[src/rtl/tpt_pkg.sv]
// tpt_pkg: shared types, codes and helpers of the touch point tracker
// used by tpt_cfg, tpt_ctrl, tpt_datapath and touch_point_tracker_unit
`default_nettype none

package tpt_pkg;

    // touch phase codes
    localparam logic [2:0] PH_NONE     = 3'd0;
    localparam logic [2:0] PH_PRESSED  = 3'd1;
    localparam logic [2:0] PH_MOVED    = 3'd2;
    localparam logic [2:0] PH_HELD     = 3'd3;
    localparam logic [2:0] PH_RELEASED = 3'd4;

    // rotation codes, quarter turns
    localparam logic [1:0] ROT_0   = 2'd0;
    localparam logic [1:0] ROT_90  = 2'd1;
    localparam logic [1:0] ROT_180 = 2'd2;
    localparam logic [1:0] ROT_270 = 2'd3;

    // configuration register indexes
    localparam logic [2:0] REG_ROTATION     = 3'd0;
    localparam logic [2:0] REG_PANEL_WIDTH  = 3'd1;
    localparam logic [2:0] REG_PANEL_HEIGHT = 3'd2;
    localparam logic [2:0] REG_DEAD_ZONE    = 3'd3;
    localparam logic [2:0] REG_SMOOTH_ZONE  = 3'd4;

    localparam logic [12:0] PANEL_MAX = 13'd4096;

    typedef struct packed {
        logic [1:0]  rotation;
        logic [12:0] width;     // panel width limited to 1..4096
        logic [12:0] height;    // panel height limited to 1..4096
        logic [11:0] dead_zone;
        logic [12:0] smooth_zone;
    } cfg_t;

    typedef struct packed {
        logic load_frame;
        logic do_match;
        logic do_diff;
        logic do_update;
        logic do_release;
        logic do_count;
        logic emit_load;
        logic pt_sel;
    } cmd_t;

    typedef struct packed {
        logic pt_live;
        logic hit_found;
        logic out_free;
    } status_t;

    // mirrored coordinate lim-1-v, zero where v lies at or beyond lim
    function automatic logic [11:0] mirror(input logic [12:0] lim, input logic [11:0] v);
        logic [12:0] diff;
        diff = lim - 13'd1 - {1'b0, v};
        if ({1'b0, v} >= lim) begin
            mirror = 12'd0;
        end else begin
            mirror = diff[11:0];
        end
    endfunction

    function automatic logic [12:0] eff_size(input logic [12:0] v);
        if (v == 13'd0) begin
            eff_size = 13'd1;
        end else if (v > PANEL_MAX) begin
            eff_size = PANEL_MAX;
        end else begin
            eff_size = v;
        end
    endfunction

endpackage

`default_nettype wire

[src/rtl/tpt_cfg.sv]
// tpt_cfg: configuration registers of the touch point tracker
// depends on tpt_pkg for register indexes and the cfg_t bundle
`default_nettype none

module tpt_cfg (
    input  wire logic         aclk,
    input  wire logic         aresetn,
    input  wire logic         cfg_valid,
    output logic              cfg_ready,
    input  wire logic [2:0]   cfg_index,
    input  wire logic [12:0]  cfg_data,
    output tpt_pkg::cfg_t     cfg
);

    logic [1:0]  rotation_reg;
    logic [12:0] width_reg;
    logic [12:0] height_reg;
    logic [11:0] dead_reg;
    logic [12:0] smooth_reg;

    assign cfg_ready = 1'b1;

    always_ff @(posedge aclk) begin
        if (!aresetn) begin
            rotation_reg <= 2'd0;
            width_reg    <= 13'd320;
            height_reg   <= 13'd480;
            dead_reg     <= 12'd2;
            smooth_reg   <= 13'd12;
        end else if (cfg_valid) begin
            case (cfg_index)
                tpt_pkg::REG_ROTATION:     rotation_reg <= cfg_data[1:0];
                tpt_pkg::REG_PANEL_WIDTH:  width_reg    <= cfg_data;
                tpt_pkg::REG_PANEL_HEIGHT: height_reg   <= cfg_data;
                tpt_pkg::REG_DEAD_ZONE:    dead_reg     <= cfg_data[11:0];
                tpt_pkg::REG_SMOOTH_ZONE:  smooth_reg   <= cfg_data;
                default: ;
            endcase
        end
    end

    always_comb begin
        cfg.rotation    = rotation_reg;
        cfg.width       = tpt_pkg::eff_size(width_reg);
        cfg.height      = tpt_pkg::eff_size(height_reg);
        cfg.dead_zone   = dead_reg;
        cfg.smooth_zone = smooth_reg;
    end

endmodule

`default_nettype wire

[src/rtl/tpt_ctrl.sv]
// tpt_ctrl: frame sequencer of the touch point tracker
// depends on tpt_pkg for cmd_t and status_t; drives tpt_datapath
`default_nettype none

module tpt_ctrl #(
    parameter int SLOTS = 2
) (
    input  wire logic                 aclk,
    input  wire logic                 aresetn,
    input  wire logic                 s_valid,
    output logic                      s_ready,
    input  wire tpt_pkg::status_t     status,
    output tpt_pkg::cmd_t             cmd,
    output logic [$clog2(SLOTS)-1:0]  out_idx
);

    localparam int SW = $clog2(SLOTS);
    localparam logic [SW-1:0] LAST_IDX = SW'(SLOTS - 1);

    localparam logic [2:0] S_IDLE    = 3'd0;
    localparam logic [2:0] S_MATCH   = 3'd1;
    localparam logic [2:0] S_DIFF    = 3'd2;
    localparam logic [2:0] S_UPDATE  = 3'd3;
    localparam logic [2:0] S_RELEASE = 3'd4;
    localparam logic [2:0] S_COUNT   = 3'd5;
    localparam logic [2:0] S_EMIT    = 3'd6;

    logic [2:0]    state_reg, state_next;
    logic          pt_reg, pt_next;
    logic [SW-1:0] idx_reg, idx_next;

    assign s_ready = (state_reg == S_IDLE);
    assign out_idx = idx_reg;

    always_comb begin
        state_next     = state_reg;
        pt_next        = pt_reg;
        idx_next       = idx_reg;
        cmd            = '0;
        cmd.pt_sel     = pt_reg;
        case (state_reg)
            S_IDLE: begin
                if (s_valid) begin
                    cmd.load_frame = 1'b1;
                    pt_next        = 1'b0;
                    state_next     = S_MATCH;
                end
            end
            S_MATCH: begin
                if (!status.pt_live) begin
                    state_next = S_RELEASE;
                end else if (status.hit_found) begin
                    cmd.do_match = 1'b1;
                    state_next   = S_DIFF;
                end else if (!pt_reg) begin
                    // point dropped, try the second one
                    pt_next = 1'b1;
                end else begin
                    state_next = S_RELEASE;
                end
            end
            S_DIFF: begin
                cmd.do_diff = 1'b1;
                state_next  = S_UPDATE;
            end
            S_UPDATE: begin
                cmd.do_update = 1'b1;
                if (!pt_reg) begin
                    pt_next    = 1'b1;
                    state_next = S_MATCH;
                end else begin
                    state_next = S_RELEASE;
                end
            end
            S_RELEASE: begin
                cmd.do_release = 1'b1;
                state_next     = S_COUNT;
            end
            S_COUNT: begin
                cmd.do_count = 1'b1;
                idx_next     = '0;
                state_next   = S_EMIT;
            end
            S_EMIT: begin
                if (status.out_free) begin
                    cmd.emit_load = 1'b1;
                    if (idx_reg == LAST_IDX) begin
                        state_next = S_IDLE;
                    end else begin
                        idx_next = idx_reg + 1'b1;
                    end
                end
            end
            default: begin
                state_next = S_IDLE;
            end
        endcase
    end

    always_ff @(posedge aclk) begin
        if (!aresetn) begin
            state_reg <= S_IDLE;
            pt_reg    <= 1'b0;
            idx_reg   <= '0;
        end else begin
            state_reg <= state_next;
            pt_reg    <= pt_next;
            idx_reg   <= idx_next;
        end
    end

endmodule

`default_nettype wire

[src/rtl/tpt_datapath.sv]
// tpt_datapath: frame latch, slot state, rotate/clamp, jitter filter and result register
// depends on tpt_pkg; steered by tpt_ctrl through cmd_t / status_t
`default_nettype none

module tpt_datapath #(
    parameter int SLOTS = 2
) (
    input  wire logic                       aclk,
    input  wire logic                       aresetn,
    input  wire tpt_pkg::cfg_t              cfg,
    input  wire tpt_pkg::cmd_t              cmd,
    input  wire logic [$clog2(SLOTS)-1:0]   out_idx,
    output tpt_pkg::status_t                status,
    input  wire logic [3:0]                 s_point_count,
    input  wire logic [11:0]                s_first_x,
    input  wire logic [11:0]                s_first_y,
    input  wire logic [3:0]                 s_first_id,
    input  wire logic [11:0]                s_second_x,
    input  wire logic [11:0]                s_second_y,
    input  wire logic [3:0]                 s_second_id,
    output logic                            m_valid,
    input  wire logic                       m_ready,
    output logic [2:0]                      m_slot_number,
    output logic [3:0]                      m_touch_id,
    output logic [11:0]                     m_pos_x,
    output logic [11:0]                     m_pos_y,
    output logic [2:0]                      m_touch_phase,
    output logic                            m_active,
    output logic [3:0]                      m_active_count,
    output logic                            m_last
);

    localparam int SW = $clog2(SLOTS);
    localparam int CW = $clog2(SLOTS + 1);
    localparam logic [SW-1:0] LAST_IDX = SW'(SLOTS - 1);

    // frame latch
    logic [1:0]  ncap_reg;
    logic [11:0] x_reg [2];
    logic [11:0] y_reg [2];
    logic [3:0]  id_reg [2];

    // slot state
    logic        used_reg   [SLOTS];
    logic [3:0]  tag_reg    [SLOTS];
    logic [11:0] px_reg     [SLOTS];
    logic [11:0] py_reg     [SLOTS];
    logic [2:0]  phase_reg  [SLOTS];
    logic        seen_reg   [SLOTS];
    logic        before_reg [SLOTS];

    // per-point working registers
    logic [SW-1:0] hit_reg;
    logic          fresh_reg;
    logic [11:0]   rot_x_reg, rot_y_reg;
    logic [11:0]   cx_reg, cy_reg;
    logic [11:0]   old_x_reg, old_y_reg;
    logic [11:0]   dx_reg, dy_reg;
    logic [CW-1:0] count_reg;

    logic          m_valid_reg;

    // match search and rotation
    logic [11:0]   cur_x, cur_y;
    logic [3:0]    cur_id;
    logic          tag_hit, free_hit;
    logic [SW-1:0] tag_idx, free_idx, hit_idx;
    logic [11:0]   rot_x, rot_y;

    // clamp and distance
    logic [12:0]   w_m1, h_m1;
    logic [11:0]   clamp_x, clamp_y, old_x, old_y, diff_x, diff_y;

    // filter
    logic [12:0]   man_dist, sum_x, sum_y;
    logic [11:0]   new_x, new_y;

    // active count
    logic [CW-1:0] active_sum;

    assign cur_x  = cmd.pt_sel ? x_reg[1]  : x_reg[0];
    assign cur_y  = cmd.pt_sel ? y_reg[1]  : y_reg[0];
    assign cur_id = cmd.pt_sel ? id_reg[1] : id_reg[0];

    always_comb begin
        tag_hit  = 1'b0;
        free_hit = 1'b0;
        tag_idx  = '0;
        free_idx = '0;
        for (int k = 0; k < SLOTS; k++) begin
            if (!tag_hit && used_reg[k] && tag_reg[k] == cur_id) begin
                tag_hit = 1'b1;
                tag_idx = SW'(k);
            end
            if (!free_hit && !used_reg[k]) begin
                free_hit = 1'b1;
                free_idx = SW'(k);
            end
        end
        hit_idx = tag_hit ? tag_idx : free_idx;
    end

    always_comb begin
        case (cfg.rotation)
            tpt_pkg::ROT_90: begin
                rot_x = cur_y;
                rot_y = tpt_pkg::mirror(cfg.height, cur_x);
            end
            tpt_pkg::ROT_180: begin
                rot_x = tpt_pkg::mirror(cfg.width, cur_x);
                rot_y = tpt_pkg::mirror(cfg.height, cur_y);
            end
            tpt_pkg::ROT_270: begin
                rot_x = tpt_pkg::mirror(cfg.width, cur_y);
                rot_y = tpt_pkg::mirror(cfg.height, cur_x);
            end
            default: begin
                rot_x = cur_x;
                rot_y = cur_y;
            end
        endcase
    end

    always_comb begin
        w_m1    = cfg.width - 13'd1;
        h_m1    = cfg.height - 13'd1;
        clamp_x = ({1'b0, rot_x_reg} >= cfg.width)  ? w_m1[11:0] : rot_x_reg;
        clamp_y = ({1'b0, rot_y_reg} >= cfg.height) ? h_m1[11:0] : rot_y_reg;
        old_x   = px_reg[hit_reg];
        old_y   = py_reg[hit_reg];
        diff_x  = (clamp_x > old_x) ? clamp_x - old_x : old_x - clamp_x;
        diff_y  = (clamp_y > old_y) ? clamp_y - old_y : old_y - clamp_y;
    end

    always_comb begin
        man_dist = {1'b0, dx_reg} + {1'b0, dy_reg};
        sum_x    = {1'b0, cx_reg} + {1'b0, old_x_reg};
        sum_y    = {1'b0, cy_reg} + {1'b0, old_y_reg};
        if (man_dist <= {1'b0, cfg.dead_zone}) begin
            new_x = old_x_reg;
            new_y = old_y_reg;
        end else if (man_dist <= cfg.smooth_zone) begin
            new_x = sum_x[12:1];
            new_y = sum_y[12:1];
        end else begin
            new_x = cx_reg;
            new_y = cy_reg;
        end
    end

    always_comb begin
        active_sum = '0;
        for (int k = 0; k < SLOTS; k++) begin
            active_sum = active_sum +
                CW'(used_reg[k] && phase_reg[k] != tpt_pkg::PH_RELEASED);
        end
    end

    always_comb begin
        status.pt_live   = ({1'b0, cmd.pt_sel} < ncap_reg);
        status.hit_found = tag_hit || free_hit;
        status.out_free  = !m_valid_reg || m_ready;
    end

    // frame latch and working registers
    always_ff @(posedge aclk) begin
        if (cmd.load_frame) begin
            ncap_reg  <= (s_point_count >= 4'd2) ? 2'd2 : s_point_count[1:0];
            x_reg[0]  <= s_first_x;
            y_reg[0]  <= s_first_y;
            id_reg[0] <= s_first_id;
            x_reg[1]  <= s_second_x;
            y_reg[1]  <= s_second_y;
            id_reg[1] <= s_second_id;
        end
        if (cmd.do_match) begin
            hit_reg   <= hit_idx;
            fresh_reg <= !used_reg[hit_idx];
            rot_x_reg <= rot_x;
            rot_y_reg <= rot_y;
        end
        if (cmd.do_diff) begin
            cx_reg    <= clamp_x;
            cy_reg    <= clamp_y;
            old_x_reg <= old_x;
            old_y_reg <= old_y;
            dx_reg    <= diff_x;
            dy_reg    <= diff_y;
        end
        if (cmd.do_count) begin
            count_reg <= active_sum;
        end
    end

    // slot state
    always_ff @(posedge aclk) begin
        if (!aresetn) begin
            for (int k = 0; k < SLOTS; k++) begin
                used_reg[k]   <= 1'b0;
                tag_reg[k]    <= 4'd0;
                px_reg[k]     <= 12'd0;
                py_reg[k]     <= 12'd0;
                phase_reg[k]  <= tpt_pkg::PH_NONE;
                seen_reg[k]   <= 1'b0;
                before_reg[k] <= 1'b0;
            end
        end else begin
            for (int k = 0; k < SLOTS; k++) begin
                if (cmd.load_frame) begin
                    before_reg[k] <= seen_reg[k];
                    seen_reg[k]   <= 1'b0;
                end
                if (cmd.do_update && hit_reg == SW'(k)) begin
                    seen_reg[k] <= 1'b1;
                    if (fresh_reg) begin
                        used_reg[k]  <= 1'b1;
                        tag_reg[k]   <= cmd.pt_sel ? id_reg[1] : id_reg[0];
                        px_reg[k]    <= cx_reg;
                        py_reg[k]    <= cy_reg;
                        phase_reg[k] <= tpt_pkg::PH_PRESSED;
                    end else begin
                        px_reg[k]    <= new_x;
                        py_reg[k]    <= new_y;
                        phase_reg[k] <= (new_x != old_x_reg || new_y != old_y_reg) ?
                                        tpt_pkg::PH_MOVED : tpt_pkg::PH_HELD;
                    end
                end
                if (cmd.do_release && !seen_reg[k]) begin
                    if (before_reg[k]) begin
                        phase_reg[k] <= tpt_pkg::PH_RELEASED;
                    end else if (phase_reg[k] == tpt_pkg::PH_RELEASED) begin
                        // absent a second frame: free the slot
                        used_reg[k]  <= 1'b0;
                        phase_reg[k] <= tpt_pkg::PH_NONE;
                    end
                end
            end
        end
    end

    // result register
    always_ff @(posedge aclk) begin
        if (!aresetn) begin
            m_valid_reg <= 1'b0;
        end else if (cmd.emit_load) begin
            m_valid_reg <= 1'b1;
        end else if (m_ready) begin
            m_valid_reg <= 1'b0;
        end
    end

    always_ff @(posedge aclk) begin
        if (cmd.emit_load) begin
            m_slot_number  <= 3'(out_idx);
            m_touch_id     <= used_reg[out_idx] ? tag_reg[out_idx] : 4'd0;
            m_pos_x        <= used_reg[out_idx] ? px_reg[out_idx] : 12'd0;
            m_pos_y        <= used_reg[out_idx] ? py_reg[out_idx] : 12'd0;
            m_touch_phase  <= used_reg[out_idx] ? phase_reg[out_idx] : tpt_pkg::PH_NONE;
            m_active       <= used_reg[out_idx] &&
                              phase_reg[out_idx] != tpt_pkg::PH_RELEASED;
            m_active_count <= 4'(count_reg);
            m_last         <= (out_idx == LAST_IDX);
        end
    end

    assign m_valid = m_valid_reg;

endmodule

`default_nettype wire

[src/rtl/touch_point_tracker_unit.sv]
// touch_point_tracker_unit: top level of the multitouch point tracker with jitter filter
// instantiates tpt_cfg, tpt_ctrl and tpt_datapath; uses tpt_pkg
//
//  channel   direction  handshake              payload
//  s_        in         s_valid / s_ready      one controller frame: count, two points
//  m_        out        m_valid / m_ready      one beat per slot, slots 0..SLOTS-1
//  cfg_      in         cfg_valid / cfg_ready  register index and write data
//
// a frame is accepted in idle; each taken point passes match/rotate, clamp/distance
// and filter/write, a dropped point a single match check, and a closing check follows
// unless the count is two or more; then release, count and an emit per slot follow,
// and back in idle the next frame is accepted at once.
// the emit step waits on the output register, so m_ready low stretches it beat by beat.
// synchronous active-low reset frees all slots and loads the register defaults.
`default_nettype none

module touch_point_tracker_unit #(
    parameter int SLOTS = 2
) (
    input  wire logic         aclk,
    input  wire logic         aresetn,
    input  wire logic         s_valid,
    output logic              s_ready,
    input  wire logic [3:0]   s_point_count,
    input  wire logic [11:0]  s_first_x,
    input  wire logic [11:0]  s_first_y,
    input  wire logic [3:0]   s_first_id,
    input  wire logic [11:0]  s_second_x,
    input  wire logic [11:0]  s_second_y,
    input  wire logic [3:0]   s_second_id,
    output logic              m_valid,
    input  wire logic         m_ready,
    output logic [2:0]        m_slot_number,
    output logic [3:0]        m_touch_id,
    output logic [11:0]       m_pos_x,
    output logic [11:0]       m_pos_y,
    output logic [2:0]        m_touch_phase,
    output logic              m_active,
    output logic [3:0]        m_active_count,
    output logic              m_last,
    input  wire logic         cfg_valid,
    output logic              cfg_ready,
    input  wire logic [2:0]   cfg_index,
    input  wire logic [12:0]  cfg_data
);

    tpt_pkg::cfg_t             cfg;
    tpt_pkg::cmd_t             cmd;
    tpt_pkg::status_t          status;
    logic [$clog2(SLOTS)-1:0]  out_idx;

    tpt_cfg u_cfg (
        .aclk      (aclk),
        .aresetn   (aresetn),
        .cfg_valid (cfg_valid),
        .cfg_ready (cfg_ready),
        .cfg_index (cfg_index),
        .cfg_data  (cfg_data),
        .cfg       (cfg)
    );

    tpt_ctrl #(
        .SLOTS (SLOTS)
    ) u_ctrl (
        .aclk    (aclk),
        .aresetn (aresetn),
        .s_valid (s_valid),
        .s_ready (s_ready),
        .status  (status),
        .cmd     (cmd),
        .out_idx (out_idx)
    );

    tpt_datapath #(
        .SLOTS (SLOTS)
    ) u_datapath (
        .aclk           (aclk),
        .aresetn        (aresetn),
        .cfg            (cfg),
        .cmd            (cmd),
        .out_idx        (out_idx),
        .status         (status),
        .s_point_count  (s_point_count),
        .s_first_x      (s_first_x),
        .s_first_y      (s_first_y),
        .s_first_id     (s_first_id),
        .s_second_x     (s_second_x),
        .s_second_y     (s_second_y),
        .s_second_id    (s_second_id),
        .m_valid        (m_valid),
        .m_ready        (m_ready),
        .m_slot_number  (m_slot_number),
        .m_touch_id     (m_touch_id),
        .m_pos_x        (m_pos_x),
        .m_pos_y        (m_pos_y),
        .m_touch_phase  (m_touch_phase),
        .m_active       (m_active),
        .m_active_count (m_active_count),
        .m_last         (m_last)
    );

endmodule

`default_nettype wire
[config.mk]
export PLATFORM = sky130hd
export DESIGN_NAME = touch_point_tracker_unit
export DESIGN_NICKNAME = d
export VERILOG_FILES = /design/src/rtl/tpt_pkg.sv /design/src/rtl/tpt_cfg.sv /design/src/rtl/tpt_ctrl.sv /design/src/rtl/tpt_datapath.sv /design/src/rtl/touch_point_tracker_unit.sv
export SDC_FILE = /design/constraint.sdc
export NUM_CORES = 1
export LEC_CHECK = 0
export BUFFER_PORTS_ARGS = -buffer_cell sky130_fd_sc_hd__buf_2
export CAP_MARGIN = 15
export CORE_AREA = 2 2 199 201
export DETAILED_ROUTE_END_ITERATION = 10
export DIE_AREA = 0 0 201 203
export GPL_TIMING_DRIVEN = 0
export PLACE_DENSITY = 0.76
export SLEW_MARGIN = 20
export SYNTH_ARGS = -nofsm -noshare
export SYNTH_HDL_FRONTEND = slang
export SYNTH_SLANG_ARGS = --single-unit
[constraint.sdc]
create_clock -name aclk -period 20.8 [get_ports aclk]
set_input_delay 0 -clock aclk [delete_from_list [all_inputs] [get_ports aclk]]
set_output_delay 0 -clock aclk [all_outputs]
set_load 0.005 [all_outputs]
# After elaboration in Yosys (flattened, before gate mapping)
# Memory sizes are Yosys's and may differ from the RTL's. A register that Yosys moved wholly into a read port is not among the register bits.
# Cells that the tools add are included.
word_totals:
  reg_bits: 168
  ramBits: 124
  inputBits: 81
  out_inout_bits: 43
  wordCells: 294
  mem_count: 10
memory_table:
  columns: ["name", "words", "width", "rd", "rd_ports_with_merged_regs", "write_ports", "line", "text"]
  rows:
  - ["u_datapath.px_reg", 2, 12, 2, 2, 2, "tpt_datapath.sv:46", "logic [11:0] px_reg [SLOTS];"]
  - ["u_datapath.py_reg", 2, 12, 2, 2, 2, "tpt_datapath.sv:47", "logic [11:0] py_reg [SLOTS];"]
  - ["u_datapath.x_reg", 2, 12, 2, 0, 2, "tpt_datapath.sv:39", "logic [11:0] x_reg [2];"]
  - ["u_datapath.y_reg", 2, 12, 2, 0, 2, "tpt_datapath.sv:40", "logic [11:0] y_reg [2];"]
  - ["u_datapath.id_reg", 2, 4, 2, 0, 2, "tpt_datapath.sv:41", "logic [3:0] id_reg [2];"]
  - ["u_datapath.tag_reg", 2, 4, 3, 1, 2, "tpt_datapath.sv:45", "logic [3:0] tag_reg [SLOTS];"]
  - ["4 more memories", null, null, null, null, null, null, null]
classes:
  addsub: 15
  order_cmp: 14
  n_eq_ne: 28
  muxes: 134
  bitwise_logic: 29
  n_reduce_logical: 39
op_table:
  columns: ["cell", "n"]
  rows:
  - ["$mux 12", 22]
  - ["$sub 12x12->12", 8]
  - ["$mux 1", 85]
  - ["$ge 12x13->1", 6]
  - ["$mux 13", 4]
  - ["$mux 3", 15]
  - ["$add 12x12->13", 3]
  - ["$pmux 12 s3", 1]
  - ["$or 1x1->1", 28]
  - ["$gt 13x13->1 const B", 2]
  - ["$logic_not 13->1", 2]
  - ["$gt 12x12->1", 2]
  - ["$ne 12x12->1", 2]
  - ["$pmux 12 s2", 1]
  - ["$sub 12x1->12 const B", 2]
  - ["$pmux 3 s7", 1]
  - ["$eq 3x3->1 const B", 6]
  - ["$le 13x12->1", 1]
  - ["$le 13x13->1", 1]
  - ["$eq 3x2->1 const B", 4]
  - ["$mux 4", 3]
  - ["$reduce_and 2->1", 6]
  - ["$logic_and 1x1->1", 11]
  - ["$logic_not 1->1", 9]
  - ["21 further kinds", 34]

# Longest topological paths before layout
# Gate-level depths: netlist of the first run.
# An unclocked memory read counts as a cell.
logic_depth:
  word_depth: 14
  ltp_mapped: 32
  mapped_depth_nobuf: 29

# Modules after synthesis
# From an unflattened synthesis of the first run, not the netlist that was laid out.
unflattened:
  hier_cells: 2307
  area_unflattened_um2: 22731.8
modules_own_cells:
  columns: ["module", "instances", "cells_each", "area_each_um2", "seq_area_each_um2"]
  rows:
  - ["tpt_datapath", 1, 2002, 20230.7, 7857.5]
  - ["tpt_cfg", 1, 259, 2153.3, 1061.0]
  - ["tpt_ctrl", 1, 46, 347.8, 100.1]

# Least setup slack after synthesis of the first run
# No wires, ideal clock.
synth_timing:
  path_type: "register -> register"
  startpoint: "reg u_ctrl.state_reg[1]"
  endpoint: "reg u_datapath.cx_reg[0], enable pin"
  setup_time_ns: 0.608
  arrival_time_ns: 5.883
  required_ns: 20.192
  slack_ns: 14.309
  stages_incl_launch_ff: 3
  path_buffers: 1
  period_less_slack_ns: 6.491
  path_cell_list: "dfxtp_1 -> clkbuf_1 -> nor3b_1"
synth_between:
  elab_chain_cells: 2
synth_rtl:
  columns: ["element", "line", "text"]
  rows:
  - ["start, declared", "tpt_ctrl.sv:28", "logic [2:0] state_reg, state_next;"]
  - ["start signal, assigned", "tpt_ctrl.sv:106", "state_reg <= state_next;"]
  - ["$eq 3x2->1", "tpt_ctrl.sv:41", "case (state_reg)"]
  - ["$mux 1", "tpt_ctrl.sv:41", null]
  - ["end signal, assigned", "tpt_datapath.sv:183", "cx_reg <= clamp_x;"]
  - ["end, declared", "tpt_datapath.sv:56", "logic [11:0] cx_reg, cy_reg;"]
# No other way between the ends.
# A chain may end at the register's enable or synchronous reset.

# Worst setup path after layout of the first run
layout_timing:
  startpoint: "reg u_cfg.height_reg[2]"
  endpoint: "reg u_datapath.dy_reg[9], data pin"
layout_between:
  elab_chain_cells: 7
  elab_cells_between_ends: 11
  cone_classes: "add/sub: 3; order compare: 3; mux: 4; reduce/logical: 1"
layout_rtl:
  columns: ["element", "line", "text"]
  rows:
  - ["start, declared", "tpt_cfg.sv:17", "logic [12:0] height_reg;"]
  - ["start signal, assigned", "tpt_cfg.sv:34", "tpt_pkg::REG_PANEL_HEIGHT: height_reg <= cfg_data;"]
  - ["$gt 13x13->1", "tpt_pkg.sv:68", "end else if (v > PANEL_MAX) begin"]
  - ["$mux 13", "tpt_pkg.sv:68", null]
  - ["$mux 13 (*)", "tpt_pkg.sv:66", "if (v == 13'd0) begin"]
  - ["$sub 12x1->12 or $ge 12x13->1 (tied branches)", "tpt_datapath.sv:126, tpt_datapath.sv:128", null]
  - ["$mux 12 (*)", "tpt_datapath.sv:128", "clamp_y = ({1'b0, rot_y_reg} >= cfg.height) ? h_m1[11:0] : rot_y_reg;"]
  - ["net u_datapath.clamp_y[4]", "tpt_datapath.sv:72", "logic [11:0] clamp_x, clamp_y, old_x, old_y, diff_x, diff_y;"]
  - ["$sub 12x12->12 or $gt 12x12->1 (tied branches)", "tpt_datapath.sv:132", "diff_y = (clamp_y > old_y) ? clamp_y - old_y : old_y - clamp_y;"]
  - ["$mux 12 (*)", "tpt_datapath.sv:132", null]
  - ["net u_datapath.diff_y[9]", "tpt_datapath.sv:72", null]
  - ["end signal, assigned", "tpt_datapath.sv:188", "dy_reg <= diff_y;"]
  - ["end, declared", "tpt_datapath.sv:58", "logic [11:0] dx_reg, dy_reg;"]
# The timed path passes the listed nets; every way through them passes the cells marked *.

==> run_results.csv, run 1 <==
group,metric,value,unit
outcome,outcome,"finished clean",
power_and_ir_drop,power.leakage,10.7,nW
route,route.met3.wl,4030,µm
critical_path,end_kind,"flop",
die,die_x,201,µm
logic_synthesis,syn_area,22900,µm²
critical_path,startpoint,"u_cfg.height_reg[2]$_SDFFE_PN0P_",
clock_network,clock_sinks,322,
sta,hold_ws,144,ps
die,die-height,203,µm
sta,clock_skew,20.2,ps
die,dieArea,40800,µm²
critical_path,slowest_stage,"clkbuf_1",
sta,period_share,40.3,%
logic_synthesis,synth-compound-area-share,17.0,%
cells_and_area,multiInputGateArea,12900,µm²
grt,track_usage,33.7,%
clock_network,clk_latency,560,ps
logic_synthesis,synth-main-ff-cell,"edfxtp_1",
logic_synthesis,synth.mux.area_fraction,6.64,%
logic_synthesis,ys_seq_area_share,39.6,%
critical_path,critPathRequiredTime,21060,ps
logic_synthesis,synth_top_family_by_area,"compound AO/OA/AOI/OAI gates",
cells_and_area,area_delta_synth_final,15.1,%
logic_synthesis,synthDistinctLibCells,88,
critical_path,timing.critical_path.buf_inv,5,
logic_synthesis,synth_simple_gate_area_share,15.0,%
cells_and_area,fin_nets,2932,
logic_synthesis,synth-xor-area-share,4.35,%
grt,grt_max_degree,59,
run,drv_cap,0,
power_and_ir_drop,pwr_density_cell,94.3,nW/µm²
placed_design,numPortBuffers,118,
route,wirelength,69300,µm
route,drc_errors,0,
route,ant_nets,0,
clock_network,cts_buffers,36,
logic_synthesis,synth-edff-count,259,
clock_network,cts-root-buf,"clkbuf_16",
critical_path,crit_path_frequent_cell,"clkbuf_1",
power_and_ir_drop,ir_drop,0.0000695,V
critical_path,slowest_delay,540,ps
critical_path,startpoint_type,"flop",
clock_network,cts_setup_buffers,0,
clock_network,cts_max_level,2,
die,start_util,59.4,%
die,io_pins,124,
logic_synthesis,yosys-top-cells-area,"edfxtp_1, ha_1, dfxtp_1",
die,rows,72,
cells_and_area,drive_gt1_share,9.68,%
grt,grt.overflow.total,0,
route,wl_per_cell,21.9,µm
logic_synthesis,synthTopCellsByCount,"edfxtp_1, nand2_1, ha_1",
logic_synthesis,yosysMostFrequentCell,"edfxtp_1",
placed_design,place.gp.congestion,0.996,
cells_and_area,fin_area,26300,µm²
route,dr.max_layer_used,"met4",
logic_synthesis,yosysTopAreaCell,"edfxtp_1",
critical_path,critical-path-top-delay-family,"compound AO/OA/AOI/OAI gates",
critical_path,crit_arrival,8650,ps
placed_design,placement.cell_area,24200,µm²
clock_network,clock_path_buffers,3,
critical_path,rrSetupSlack,12410,ps
critical_path,crit_path_end,"u_datapath.dy_reg[9]$_DFFE_PP_",
die,core_area,38500,µm²
route,met2WireLength,33200,µm
sta,setup_violations,0,
placed_design,dp_slack,12660,ps
critical_path,r2r_end,"u_datapath.dy_reg[9]$_DFFE_PP_",
route,viasPerCell,6.13,
sta,post-route-min-period,8390,ps
grt,grt_pass1_wl,106000,µm
critical_path,path_class,"flop to flop",
logic_synthesis,synth-async-reset-ratio,0,%
sta,finalHoldViolCount,0,
critical_path,r2r_start,"u_cfg.height_reg[2]$_SDFFE_PN0P_",
logic_synthesis,synthCells,2366,
cells_and_area,seqCellArea,9040,µm²
route,wl_met1,27700,µm
placed_design,dpl.hpwl,53100,µm
critical_path,r2r_cells,27,
grt,grt_pass1_vias,19000,
route,num_vias,19400,
cells_and_area,diodes,0,
route,first_pass_iters,7,
critical_path,crit_cells,27,
placed_design,dp.cells,3015,
sta,grt_setup_unrepaired,"false",
clock_network,path_clk_slew,60,ps
logic_synthesis,yosys.area.top_type_share,34.0,%
logic_synthesis,ys_ff_latch,322,
critical_path,worstPathMaxFanout,10,
sta,worstMarginPinSlew,1180,ps
sta,relSlewSlack,21.2,%
logic_synthesis,synth_warnings,0,
sta,clock.fmax,0.119,GHz
logic_synthesis,synth_fa_ha_area_share,13.1,%
sta,final-max-slew-violation-count,0,
logic_synthesis,syn_area_per_cell,9.66,µm²
worst_hold_path,hold_path.class,"input pin to flop",
clock_network,cts_tree,"built",
cells_and_area,fillCellCount,2951,
route,first_iter_violations,1646,
grt,antenna_found_initial,0,
sta,timing.final.ws_setup,12410,ps
worst_hold_path,whs_path_depth,2,
sta,setup_tns,0,ps
cells_and_area,final_cells,3162,
[cell families after synthesis]
logic type	Yosys count
buf+inv	256
fa+ha+maj	233
simple gates	703
xor+xnor	112
flops	322
other cells	2
mux	148
compound gates	590
[through the flow]
step	total power [mW]	utilization (%)
floorplan	1.51	-
global placement	1.77	62.7
detailed placement	1.79	63.0
CTS	2.47	68.4
global route	2.60	68.4
finish	2.48	68.4
[area by class of cell]
| cell class | instances | share of cell area (%) |
|---|---|---|
| clock buffers | 47 | 3.83 |
| multi-input cells | 1791 | 48.9 |
| inverters | 160 | 2.29 |
| clock inverters | 17 | 0.799 |
| well taps | 518 | 2.46 |
| repair buffers | 211 | 5.87 |
| plain buffers | 96 | 1.50 |
| flip-flops and latches | 322 | 34.4 |
[worst min-delay path by stage]
| stage | startpoint | slack (ps) | endpoint |
|---|---|---|---|
| after floorplan | s_first_id[0] | 100 | u_datapath.id_reg[0][0]$_DFFE_PP_ |
| after global placement | s_second_x[9] | 180 | u_datapath.x_reg[0][21]$_DFFE_PP_ |
| after detailed placement | s_second_x[11] | 180 | u_datapath.x_reg[0][23]$_DFFE_PP_ |
| after CTS | s_second_y[0] | 120 | u_datapath.y_reg[0][12]$_DFFE_PP_ |
| after global routing | s_second_id[1] | 140 | u_datapath.id_reg[0][5]$_DFFE_PP_ |
| final | s_first_y[0] | 140 | u_datapath.y_reg[0][0]$_DFFE_PP_ |
[where the power goes]
part           switching (mW)  leakage, nW  internal (mW)
Sequential             0.0340         2.98          0.767
Clock                   0.271        0.593          0.394
Combinational           0.625         7.09          0.389
Total                   0.929         10.7           1.55
[routing by layer]
layer,global-route usage (%),vias up
met5,0,-
met4,20.1,0
met3,4.27,233
met2,58.6,840
met1,40.1,9166
li1,-,9136
[what timing repair did]
item                                    in CTS  in global routing
endpoints found under the setup margin       0                  0
gates resized for setup                      0                  0
hold buffers                                83                  0
endpoints found under the hold margin      120                  0
[cell usage in the layout, fill, tap and decap left out, drive strengths merged, types with 56 or more instances in the layout]
| master | count |
|---|---|
| nor2 | 142 |
| nand2 | 241 |
| o21ai | 157 |
| a21oi | 130 |
| mux2i | 119 |
| dfxtp | 63 |
| nand3 | 74 |
| clkbuf | 129 |
| inv | 161 |
| ha | 224 |
| a21boi | 56 |
| xnor2 | 79 |
| edfxtp | 259 |
| buf | 142 |
| dlygate4sd3 | 83 |
(Power assumes the default switching activity.)
==> inputs of run 2 (changes only) <==
==> constraint.sdc (replaced) <==
create_clock -name aclk -period 8.5 [get_ports aclk]
set_input_delay 0 -clock aclk [delete_from_list [all_inputs] [get_ports aclk]]
set_output_delay 0 -clock aclk [all_outputs]
set_load 0.005 [all_outputs]
==> run_results.csv, run 2 (synthesis gave the netlist of run 1 again) <==
group,metric,value,unit
die,start_util,59.4,%
route,met2WireLength,33200,µm
cells_and_area,drive_gt1_share,9.76,%
placed_design,place.gp.congestion,0.996,
placed_design,numPortBuffers,118,
power_and_ir_drop,power.leakage,10.7,nW
grt,grt.overflow.total,0,
grt,grt_pass1_wl,106000,µm
cells_and_area,final_common_cell,"edfxtp_1",
route,first_pass_iters,8,
route,wirelength,69300,µm
die,die_x,201,µm
power_and_ir_drop,power,6.07,mW
die,core_area,38500,µm²
sta,relSlewSlack,21.2,%
sta,setup_tns,0,ps
power_and_ir_drop,ir_drop,0.000170,V
clock_network,clock_path_buffers,3,
die,dieArea,40800,µm²
critical_path,timing.critical_path.buf_inv,5,
die,die-height,203,µm
critical_path,slowest_stage,"o31ai_2",
route,ant_nets,0,
die,rows,72,
sta,post-route-min-period,7930,ps
critical_path,end_kind,"flop",
grt,grt_max_degree,59,
sta,final-max-slew-violation-count,0,
grt,antenna_found_initial,0,
placed_design,dp_slack,361,ps
route,drc_errors,0,
power_and_ir_drop,pwr_density_cell,231,nW/µm²
cells_and_area,layout_common_cells,"edfxtp_1, nand2_1, ha_1",
route,wl_per_cell,21.9,µm
die,io_pins,124,
clock_network,cts_max_level,2,
route,viasPerCell,6.12,
critical_path,crit_path_frequent_cell,"o21ai_0",
route,wl_met1,27700,µm
route,first_iter_violations,1666,
critical_path,critPathRequiredTime,8780,ps
clock_network,clock_sinks,322,
clock_network,cts-root-buf,"clkbuf_16",
sta,clock_skew,19.1,ps
sta,period_share,93.3,%
clock_network,cts_buffers,36,
sta,setup_violations,0,
sta,timing.final.ws_setup,565,ps
cells_and_area,fin_nets,2932,
route,dr.max_layer_used,"met4",
clock_network,cts_setup_buffers,0,
grt,track_usage,33.7,%
sta,clock.fmax,0.126,GHz
critical_path,path_class,"flop to flop",
critical_path,startpoint_type,"flop",
worst_hold_path,hold_path.class,"input pin to flop",
run,drv_cap,0,
clock_network,path_clk_slew,60,ps
sta,finalHoldViolCount,0,
clock_network,clk_latency,560,ps
critical_path,slowest_delay,530,ps
cells_and_area,final_util,68.4,%
route,route.met3.wl,3940,µm
outcome,outcome,"finished clean",
cells_and_area,area_delta_synth_final,15.1,%
clock_network,cts_tree,"built",
critical_path,critical-path-top-delay-family,"compound AO/OA/AOI/OAI gates",
critical_path,crit_arrival,8210,ps
route,num_vias,19400,
critical_path,worstPathMaxFanout,10,
sta,worstMarginPinSlew,1180,ps
placed_design,dpl.hpwl,53100,µm
cells_and_area,diodes,0,
grt,grt_pass1_vias,19000,
sta,grt_setup_unrepaired,"false",
[run 2: final timing paths]
check	start	to	slack [ps]	cells after the start
max reg2reg	u_cfg.height_reg[2]$_SDFFE_PN0P_	u_datapath.dy_reg[9]$_DFFE_PP_	570	27
min reg2reg	u_datapath.count_reg[0]$_DFFE_PP_	u_datapath.m_active_count[0]$_DFFE_PP_	420	0
max	u_cfg.height_reg[2]$_SDFFE_PN0P_	u_datapath.dy_reg[9]$_DFFE_PP_	570	27
min	s_first_y[0]	u_datapath.y_reg[0][0]$_DFFE_PP_	150	2
[run 2: stage by stage]
| stage | cell area, µm² | std cells | hold slack, ps |
|---|---|---|---|
| 3_3_place_gp | 24100 | 3005 | 176 |
| 6_report | 26300 | 3162 | 146 |
| 3_5_place_dp | 24200 | 3015 | 178 |
| 2_1_floorplan | 22900 | 2369 | 98.9 |
| 5_1_grt | 26300 | 3162 | 139 |
| 4_1_cts | 26300 | 3162 | 117 |
[run 2: repair_timing]
action                                  in CTS  in global routing
endpoints found under the setup margin       0                  9
hold buffers                                83                  0
hold endpoints to repair                   120                  0
resized for setup                            0                  4
[run 2: power breakdown]
part	leakage, nW	internal, mW	switching, mW
registers	2.98	1.88	0.0830
logic	7.10	0.953	1.53
clock network	0.593	0.965	0.659
total	10.7	3.79	2.27
[run 2: area by class of cell]
class / count / area [µm²]
multi-input cells: 1791 / 12900
fillers: 2950 / 12200
flip-flops and latches: 322 / 9040
repair buffers: 211 / 1550
clock buffers: 47 / 1010
well taps: 518 / 648
inverters: 160 / 603
plain buffers: 96 / 398
clock inverters: 17 / 210
[run 2: layer usage]
metal | global-route usage (%) | vias to the layer above
li1 | - | 9136
met1 | 40.1 | 9135
met2 | 58.6 | 843
met3 | 4.27 | 238
met4 | 20.1 | 0
met5 | 0 | -
==> inputs of run 3 (changes only) <==
--- a/config.mk
+++ b/config.mk
@@ -7,12 +7,13 @@
 export LEC_CHECK = 0
 export BUFFER_PORTS_ARGS = -buffer_cell sky130_fd_sc_hd__buf_2
 export CAP_MARGIN = 15
-export CORE_AREA = 2 2 199 201
+export CORE_AREA = 2 2 203 205
 export DETAILED_ROUTE_END_ITERATION = 10
-export DIE_AREA = 0 0 201 203
+export DIE_AREA = 0 0 205 207
 export GPL_TIMING_DRIVEN = 0
 export PLACE_DENSITY = 0.76
 export SLEW_MARGIN = 20
 export SYNTH_ARGS = -nofsm -noshare
 export SYNTH_HDL_FRONTEND = slang
+export SYNTH_HIERARCHICAL = 1
 export SYNTH_SLANG_ARGS = --single-unit
==> constraint.sdc (replaced) <==
create_clock -name aclk -period 7.1 [get_ports aclk]
set_input_delay 0 -clock aclk [delete_from_list [all_inputs] [get_ports aclk]]
set_output_delay 0 -clock aclk [all_outputs]
set_load 0.005 [all_outputs]
==> run_results.csv, run 3 <==
group,metric,value,unit
logic_synthesis,synth-edff-count,259,
sta,clock.fmax,0.152,GHz
logic_synthesis,syn_area,22700,µm²
logic_synthesis,ys_ff_latch,321,
critical_path,r2r_cells,26,
placed_design,dpl.hpwl,51400,µm
logic_synthesis,synth-main-ff-cell,"edfxtp_1",
logic_synthesis,yosys-top-cells-area,"edfxtp_1, ha_1, mux2i_1",
critical_path,rrSetupSlack,520,ps
grt,grt_pass1_vias,18600,
logic_synthesis,yosysMostFrequentCell,"edfxtp_1",
power_and_ir_drop,power.leakage,10.8,nW
power_and_ir_drop,ir_drop,0.000201,V
sta,post-route-min-period,6580,ps
cells_and_area,fin_nets,2877,
placed_design,dp.cells,2968,
sta,setup_tns,0,ps
critical_path,path_class,"flop to flop",
route,viasPerCell,6.06,
logic_synthesis,ys_seq_area_share,39.7,%
die,dieArea,42400,µm²
cells_and_area,layout_common_cells,"edfxtp_1, ha_1, nand2_1",
clock_network,clock_path_buffers,3,
die,die_x,205,µm
placed_design,numPortBuffers,118,
logic_synthesis,syn_area_per_cell,9.85,µm²
placed_design,dp_slack,-499,ps
grt,grt.overflow.total,0,
clock_network,clock_sinks,321,
die,io_pins,124,
logic_synthesis,synthTopCellsByCount,"edfxtp_1, ha_1, nand2_1",
route,ant_nets,0,
critical_path,worstPathMaxFanout,10,
power_and_ir_drop,power,7.57,mW
clock_network,path_clk_slew,60,ps
logic_synthesis,yosys.area.top_type_share,34.2,%
route,drc_errors,0,
sta,finalHoldViolCount,0,
grt,track_usage,31.2,%
critical_path,r2r_start,"u_cfg/width_reg[12]$_SDFFE_PN0P_",
cells_and_area,final_common_cell,"edfxtp_1",
sta,hold_ws,153,ps
clock_network,cts_tree,"built",
route,wl_per_cell,21.3,µm
sta,final-max-slew-violation-count,0,
die,die-height,207,µm
critical_path,crit_arrival,6860,ps
cells_and_area,area_delta_synth_final,15.6,%
cells_and_area,diodes,0,
critical_path,end_kind,"flop",
sta,period_share,92.6,%
worst_hold_path,whs_endpoint,"u_datapath/id_reg[0][7]$_DFFE_PP_",
critical_path,r2r_end,"u_datapath/dx_reg[7]$_DFFE_PP_",
grt,grtUsageMet1,40.0,%
grt,grt_max_degree,65,
clock_network,cts-root-buf,"clkbuf_16",
sta,setup_violations,0,
logic_synthesis,synthDistinctLibCells,81,
sta,relSlewSlack,28.3,%
logic_synthesis,yosysTopAreaCell,"edfxtp_1",
logic_synthesis,synthCells,2307,
route,wirelength,66400,µm
die,rows,74,
clock_network,clk_latency,570,ps
run,drv_cap,0,
grt,busiest_layer,"met2",
logic_synthesis,synth_warnings,6,
sta,worstMarginPinSlew,1050,ps
route,first_iter_violations,1759,
sta,timing.final.ws_setup,522,ps
grt,grt_pass1_wl,103000,µm
sta,clock_skew,30.2,ps
grt,met2_usage,51.9,%
power_and_ir_drop,pwr_density_cell,288,nW/µm²
die,core_area,40400,µm²
clock_network,cts_buffers,36,
sta,grt_setup_unrepaired,"false",
route,first_pass_iters,6,
critical_path,startpoint_type,"flop",
critical_path,critPathRequiredTime,7380,ps
logic_synthesis,synth-async-reset-ratio,0,%
cells_and_area,drive_gt1_share,10.7,%
worst_hold_path,min_from,"s_second_id[3]",
worst_hold_path,hold_path.class,"input pin to flop",
route,num_vias,18900,
placed_design,place.gp.congestion,0.966,
clock_network,cts_max_level,2,
cells_and_area,final_cells,3121,
die,start_util,56.3,%
outcome,outcome,"finished clean",
grt,use_met3,4.48,%
worst_hold_path,whs_path_depth,2,
grt,antenna_found_initial,0,
run 3: cell count changes after synthesis, sizes merged, moves of 8 or more:
cell,change
nor2b,+23
buf,+21
a21boi,-21
nand3,+12
clkbuf,-24
a211oi,+10
nand2,-56
a221o,-9
nor3b,-8
mux2i,+29
a21oi,-19
mux2,+10
xnor2,+9
run 3: routing by layer:
metal | vias up | wire length (µm)
li1 | 8935 | -
met1 | 9008 | 27400
met2 | 770 | 31400
met3 | 185 | 4220
met4 | 0 | 3460
met5 | - | 0
run 3: cell type report:
cell class              count  area, µm²
fillers                  3241      14100
multi-input cells        1734      12700
flip-flops and latches    321       9020
repair buffers            215       1560
clock buffers              53       1060
well taps                 532        666
inverters                 162        611
plain buffers              91        414
clock inverters            13        203
run 3: stage by stage:
step                util [%]  instance area, µm²
floorplan                  -               22700
global placement        59.5               24000
finish                  65.1               26300
detailed placement      59.7               24100
CTS                     65.0               26200
global route            65.1               26300
run 3: timing repair:
| action | in CTS | in global routing |
|---|---|---|
| pin swaps | 0 | 1 |
| endpoints found under the setup margin | 14 | 20 |
| hold buffers | 87 | 0 |
| gates resized for setup | 4 | 12 |
| hold endpoints to repair | 117 | 0 |
| setup buffers | 0 | 2 |
run 3: kinds of logic after synthesis:
| group | count (synthesis) | share of synthesized area, % |
|---|---|---|
| AOI/OAI and AO/OA | 534 | 15.2 |
| xor gates and xnor gates | 123 | 4.86 |
| adders and majority gates | 235 | 13.3 |
| buffers and inverters | 255 | 4.51 |
| DFF | 321 | 39.7 |
| muxes | 187 | 8.45 |
| other | 2 | 0.0330 |
| and+or+nand+nor | 650 | 14.0 |
run 3: worst max-delay path, cell delays in order (launching register included):
cell and delay [ps]:
dfxtp_1 390, clkbuf_1 400, nor2b_1 160, inv_1 230
ha_1 280, a21o_1 160, a21o_1 170, a21o_1 190
a21o_1 180, a21oi_1 140, o21ai_1 100, a41oi_2 280
a21oi_1 170, clkbuf_2 280, mux2i_1 190, ha_1 310
clkbuf_1 270, nand4_1 280, nor3_2 350, nand2_1 190
nand2_1 130, a21o_1 130, nand2_1 220, a221o_1 410
o221a_2 270, a211o_1 240, xor2_1 180
run 3: how the worst max path moves through the flow:
stage	from	endpoint	slack, ps	depth (start not counted)
after floorplan	u_ctrl/state_reg[1]$_SDFFE_PN0P_	u_datapath/cx_reg[0]$_DFFE_PP_	1100	3
after global placement	u_ctrl/state_reg[1]$_SDFFE_PN0P_	u_datapath/cy_reg[7]$_DFFE_PP_	-810	3
after detailed placement	u_cfg/width_reg[1]$_SDFFE_PN0P_	u_datapath/dx_reg[10]$_DFFE_PP_	-500	27
after CTS	u_cfg/width_reg[4]$_SDFFE_PN0P_	u_datapath/dx_reg[7]$_DFFE_PP_	50	27
after global routing	u_cfg/width_reg[4]$_SDFFE_PN0P_	u_datapath/dx_reg[10]$_DFFE_PP_	30	27
final	u_cfg/width_reg[12]$_SDFFE_PN0P_	u_datapath/dx_reg[7]$_DFFE_PP_	520	26
run 3: power breakdown:
part           internal, mW  switching, mW  leakage (nW)
Sequential             2.28          0.110          2.97
Combinational          1.28           1.91          7.21
Clock                  1.22          0.774         0.616
Total                  4.78           2.80          10.8
